### config.mk
export PLATFORM = sky130hd
export DESIGN_NAME = tcr_div
export DESIGN_NICKNAME = d
export VERILOG_FILES = /design/src/rtl/triangle_coverage_rasterizer_top_assert.svh /design/src/rtl/tcr_pkg.sv /design/src/rtl/tcr_div.sv
export SDC_FILE = /design/constraint.sdc
export NUM_CORES = 2
export LEC_CHECK = 0
export BUFFER_PORTS_ARGS = -buffer_cell sky130_fd_sc_hd__buf_2
export CORE_ASPECT_RATIO = 0.7
export CORE_MARGIN = 5
export CORE_UTILIZATION = 44
export CTS_BUF_LIST = sky130_fd_sc_hd__clkbuf_4
export CTS_CLUSTER_SIZE = 10
export DETAILED_ROUTE_END_ITERATION = 8
export GPL_ROUTABILITY_DRIVEN = 0
export PLACE_DENSITY = 0.66
export SYNTH_ARGS = -nofsm -noshare
export SYNTH_HDL_FRONTEND = slang
export SYNTH_SLANG_ARGS = --single-unit
### constraint.sdc
create_clock -name clk -period 7.3 [get_ports clk]
set_input_delay 1.46 -clock clk [delete_from_list [all_inputs] [get_ports clk]]
set_output_delay 1.46 -clock clk [all_outputs]
set_load 0.02 [all_outputs]
### src/rtl/triangle_coverage_rasterizer_top_assert.svh
// ----------------------------------------------------------------------------
// Assertion macros for the triangle coverage rasterizer
// Implication checks on the clock and asynchronous reset of the top level.
// ----------------------------------------------------------------------------
`ifndef TRIANGLE_COVERAGE_RASTERIZER_TOP_ASSERT_SVH
`define TRIANGLE_COVERAGE_RASTERIZER_TOP_ASSERT_SVH

// Same-cycle implication.
`define TCR_ASSERT_IMP(lbl, pre, post) \
	lbl: assert property (@(posedge clk) disable iff (!arst_n) (pre) |-> (post)) \
		else $error("tcr assertion failed");

// Next-cycle implication.
`define TCR_ASSERT_NXT(lbl, pre, post) \
	lbl: assert property (@(posedge clk) disable iff (!arst_n) (pre) |=> (post)) \
		else $error("tcr assertion failed");

`endif

### src/rtl/tcr_pkg.sv
// ----------------------------------------------------------------------------
// tcr_pkg
// Shared constants, widths and types of the triangle coverage rasterizer.
// ----------------------------------------------------------------------------
package tcr_pkg;

	localparam int MAX_WIDTH  = 64;
	localparam int MAX_HEIGHT = 64;
	localparam int LANES      = MAX_WIDTH;

	localparam int CW   = 23;  // screen coordinate, Q.12 signed
	localparam int DFW  = 24;  // coordinate difference
	localparam int COW  = 26;  // edge coefficient after sign fix
	localparam int DW   = 50;  // doubled area
	localparam int NW   = 56;  // edge numerators
	localparam int BXW  = 12;  // signed bounding box arithmetic
	localparam int PYW  = 25;  // row offset from the third vertex
	localparam int QW   = 29;  // area over the tolerance denominator

	// The absolute doubled area stays below 2^42, so dividing it by 10000 is a
	// shift by four followed by an exact reciprocal multiplication by 1/625.
	localparam int AREA_SHIFT = 4;
	localparam int UW   = 38;  // absolute area over 16
	localparam int UH   = 19;  // split point of the shifted area
	localparam int RW   = 39;  // reciprocal width
	localparam int RL   = 20;  // split point of the reciprocal
	localparam int RSH  = 48;  // scale of the reciprocal
	localparam int PRW  = UW + RW;
	localparam logic [RW-1:0] RECIP = 39'd450359962738;  // floor(2^48 / 625) + 1

	localparam logic signed [DW-1:0] DEGEN_LIM = 50'sd16;

	localparam int IDXW = 2;
	localparam logic [IDXW-1:0] REG_FB_WIDTH  = 2'd0;
	localparam logic [IDXW-1:0] REG_FB_HEIGHT = 2'd1;

	typedef enum logic [1:0] {
		ST_IDLE,
		ST_DIV,
		ST_ROW
	} eng_state_t;

	typedef struct packed {
		logic signed [COW-1:0] ca;
		logic signed [COW-1:0] cb;
		logic signed [COW-1:0] cg;
		logic signed [COW-1:0] ba;
		logic signed [COW-1:0] bb;
		logic signed [COW-1:0] bg;
		logic signed [NW-1:0]  ka;
		logic signed [NW-1:0]  kb;
		logic signed [NW-1:0]  kg;
		logic [DW-1:0]         dabs;
		logic signed [CW-1:0]  y2;
		logic [5:0]            minx;
		logic [6:0]            maxx;
		logic [5:0]            miny;
		logic [5:0]            lasty;
		logic                  degen;
		logic                  empty;
	} tri_t;

endpackage

### src/rtl/tcr_div.sv
// ----------------------------------------------------------------------------
// tcr_div
// Area over the tolerance denominator by reciprocal multiplication.
// ----------------------------------------------------------------------------
module tcr_div (
	input  logic                   clk,
	input  logic                   arst_n,
	input  logic                   start,
	input  logic [tcr_pkg::UW-1:0] dividend,
	output logic                   busy,
	output logic [tcr_pkg::QW-1:0] quot
);
	import tcr_pkg::*;

	logic [UW-1:0]    u_q;
	logic [2*UH-1:0]  pp_hh_q;
	logic [UH+RL-1:0] pp_hl_q;
	logic [2*UH-1:0]  pp_lh_q;
	logic [UH+RL-1:0] pp_ll_q;
	logic [PRW-1:0]   prod;
	logic [QW-1:0]    quot_q;
	logic             busy_q;
	logic             ph_q;

	// The dividend is already the area over 16; the reciprocal of 625 is exact
	// for every dividend of UW bits. Four partial products are registered first,
	// then their sum is formed and its integer part registered.
	always_comb begin
		prod = (PRW'(pp_hh_q) << (UH + RL)) + (PRW'(pp_hl_q) << UH)
			+ (PRW'(pp_lh_q) << RL) + PRW'(pp_ll_q);
	end

	always_ff @(posedge clk or negedge arst_n) begin
		if (!arst_n) begin
			busy_q <= 1'b0;
			ph_q   <= 1'b0;
		end else if (start) begin
			busy_q <= 1'b1;
			ph_q   <= 1'b0;
		end else if (busy_q) begin
			ph_q <= 1'b1;
			if (ph_q) busy_q <= 1'b0;
		end
	end

	always_ff @(posedge clk) begin
		if (start) u_q <= dividend;
		if (busy_q && !ph_q) begin
			pp_hh_q <= u_q[UW-1:UH] * RECIP[RW-1:RL];
			pp_hl_q <= u_q[UW-1:UH] * RECIP[RL-1:0];
			pp_lh_q <= u_q[UH-1:0] * RECIP[RW-1:RL];
			pp_ll_q <= u_q[UH-1:0] * RECIP[RL-1:0];
		end
		if (busy_q && ph_q) quot_q <= prod[PRW-1:RSH];
	end

	assign busy = busy_q;
	assign quot = quot_q;

endmodule

==> results.md <==
* Status: finished clean
* Ranking of synthesized cells by area: fa_1 32%, ha_1 23%, edfxtp_1 17%, inv_1 10%, xnor2_1 2.4%
* Slack of the critical path at 485 ps
* Final Hold Violating Endpoints at 0
* Post-CTS setup buffer count at 0
* CP required at 7910 ps
* Register clock-pin slew on the reported worst setup and hold paths at 260 ps
* Total vias in the final route at between 20000 and 25000
* Startpoint Class: flip-flop
* Via density at 5.17
* CP Class: flip-flop to flip-flop
* Placed cells at between 4000 and 5000
* Port Buf Inserts at 70
* Slew Limit Fails at 0
* RSZ-0062 raised after global routing: no
* Hold-fix buffers, CTS at 0
* Mapped cell area at between 30000 and 40000 µm²
* Initial DRT Pass Iterations at 5
* Worst-Skew Late Latency at 790 ps
* Placement Setup Slack at ~550 ps
* Die Wd at between 300 and 400 µm
* Initial drt markers at 2044
* Clk sinks at 195
* DP HPWL at roughly 76000 µm
* Die outline height at between 200 and 250 µm
* GR Util All Layers at ~22%
* Share of flip-flops with an asynchronous set or reset at a little over 1%
* Final Util at a little under half
* Post-synth EDFFs at 193
* Non-Filler Instances at around 4200
* Aggregate global routing overflow at 0
* CP Max Fanout at 9
* CTS tree: built
* Setup violators final at 0
* Area growth from synthesis to layout at 6.03%
* Share of post-route cells with drive strength above 1 at around 4.4%
* CTS max path bufs at 2
* Critical Path AT at about 7400 ps
* Post-synthesis register bit count at ~200
* Reg2reg setup slack at 480 ps
* I/O pin cnt at about 70
* Fin crit period at 6820 ps
* Initial antenna violation count at 8
* CTS H-tree lvls at 4
* Cells after Synth at roughly 3100
* Crit path launch: u_q[25]
* Initial core utilization at between 40 and 50%
* Max Cap Viol at 0
* Share of the synthesized area in the top cell type at a little under a third
* Root Driver: clkbuf_4
* Cell taking the most area after synthesis: fa_1
* First-pass GRT wire length at 133000 µm
* DR DRC count at 0
* Synthesized Nets at between 4000 and 5000
* Max Clock Freq at roughly 150 MHz
* Ys Warns at 0
* Post-synthesis sequential area ratio at between 10% and 20%
* Cts repair resizes at 0
* Setup crit end kind: flip-flop
* Drt wl/cell at around 21 µm
* Total wire length at 87000 µm
* DRT antenna net count at 0
* Largest net degree at the start of global routing at between 70 and 80
* Worst Max-Slew Pin Slew at ~1000 ps
* Critical R2R Launch: u_q[25]
* Rel. slew slack at between 30% and 40%
* Avg Inst Size Synth at about 11 µm²
* Nets at between 4000 and 5000
* Main synth FF type: edfxtp_1
* Core area at 74900 µm²
* Total CTS buffers at 17
* Synth unique cells at 76
* Vias in the first global route at between 20000 and 25000
* # rows at 84
* DIE AREA at 81000 µm²
* FF-to-FF End: pp_hh_q[35]
* Sum Neg Setup Slack at 0 ps
* Worst Hold Class: input pin to asynchronous set/reset pin
* Clk_skew at 71.4 ps
* Fin crit share at a little over 90%
* FF-to-FF path depth at 20
[cells in the final DEF (no fill, tap or decap), types with 65 or more instances in the layout]
cell type	instances
inv_1	916
ha_1	611
fa_1	527
edfxtp_1	193
a21oi_1	123
nand2_1	94
xnor2_1	91
nor2_1	72
buf_2	70
a21o_1	65
[stage by stage]
stage / area, µm² / hold WS [ps]
floorplan: 33100 / 474
global route: 35100 / 364
global placement: 34800 / 531
detailed placement: 34800 / 536
finish: 35100 / 447
CTS: 35100 / 318
[registers in the layout, summed over array words and instances, names as in the netlist]
name,count
busy,1
pp_hl_q,38
u_q,38
pp_ll_q,20
ph_q,1
quot,29
pp_hh_q,34
pp_lh_q,34
[critical path, cell delays in order (launching register included)]
cell       delay [ps]
edfxtp_1          720
ha_1              610
fa_1              510
inv_1             110
fa_1              460
fa_1              590
inv_1              70
fa_1              540
inv_1              60
fa_1              520
inv_1              40
ha_1              410
nand3_1           100
nor2_1            250
a41oi_1           160
o211a_1           130
o21a_1            160
a211oi_2          350
o2111ai_1         290
and2_4            240
o311ai_1          310
[kinds of logic (layout without fill, tap and decap cells)]
logic type | count (synthesis) | after routing | share of synthesized area [%]
compound gates | 379 | 379 | 7.72
xor+xnor | 148 | 148 | 3.91
fa+ha+maj | 1138 | 1138 | 54.9
buf+inv | 932 | 1032 | 10.6
flops | 195 | 195 | 17.6
mux | 4 | 4 | 0.125
other cells | 0 | 4 | 0
simple gates | 343 | 343 | 5.16
[cells in the mapped netlist (all sizes together), types with 7 or more instances]
library cell	n
o31ai	7
xor2	57
a21oi	124
and3	9
o21ai	55
nand4	20
clkbuf	12
o21a	16
fa	527
a31oi	13
nor2	72
inv	916
nor3	19
o211ai	9
and4	9
o21bai	16
nand3	35
ha	611
or3	11
a21o	65
a211oi	16
xnor2	91
nand2	94
nand2b	20
edfxtp	193
and2	25
nor2b	16
[routing by layer]
metal | part of all wire [%] | global-route usage (%) | wire length (µm) | vias up
li1 | - | - | - | 10200
met1 | 49 | 35.0 | 42300 | 10700
met2 | 35 | 26.2 | 30400 | 936
met3 | 15 | 12.0 | 13400 | 45
met4 | 0.87 | 3.11 | 757 | 4
met5 | 0.15 | 1.18 | 131 | -
[worst max-delay path by stage]
stage	to	slack, ps	depth (start not counted)
after detailed placement	pp_hh_q[35]	550	20
after global routing	pp_hh_q[35]	170	20
after global placement	pp_hh_q[35]	580	20
after CTS	pp_hh_q[35]	510	20
final	pp_hh_q[35]	480	20
after floorplan	busy	520	2
[cell type report]
type | instances | area [µm²]
Fill cell | 6860 | 39800
Multi-Input combinational cell | 2012 | 23800
Sequential cell | 195 | 5850
Inverter | 916 | 3440
Tap cell | 989 | 1240
Timing Repair Buffer | 84 | 455
Clock inverter | 15 | 225
Clock buffer | 17 | 128
Antenna cell | 4 | 10.0
Power is not shown: default switching activity piles up to over one toggle a cycle in this logic, so the estimate is an artifact.
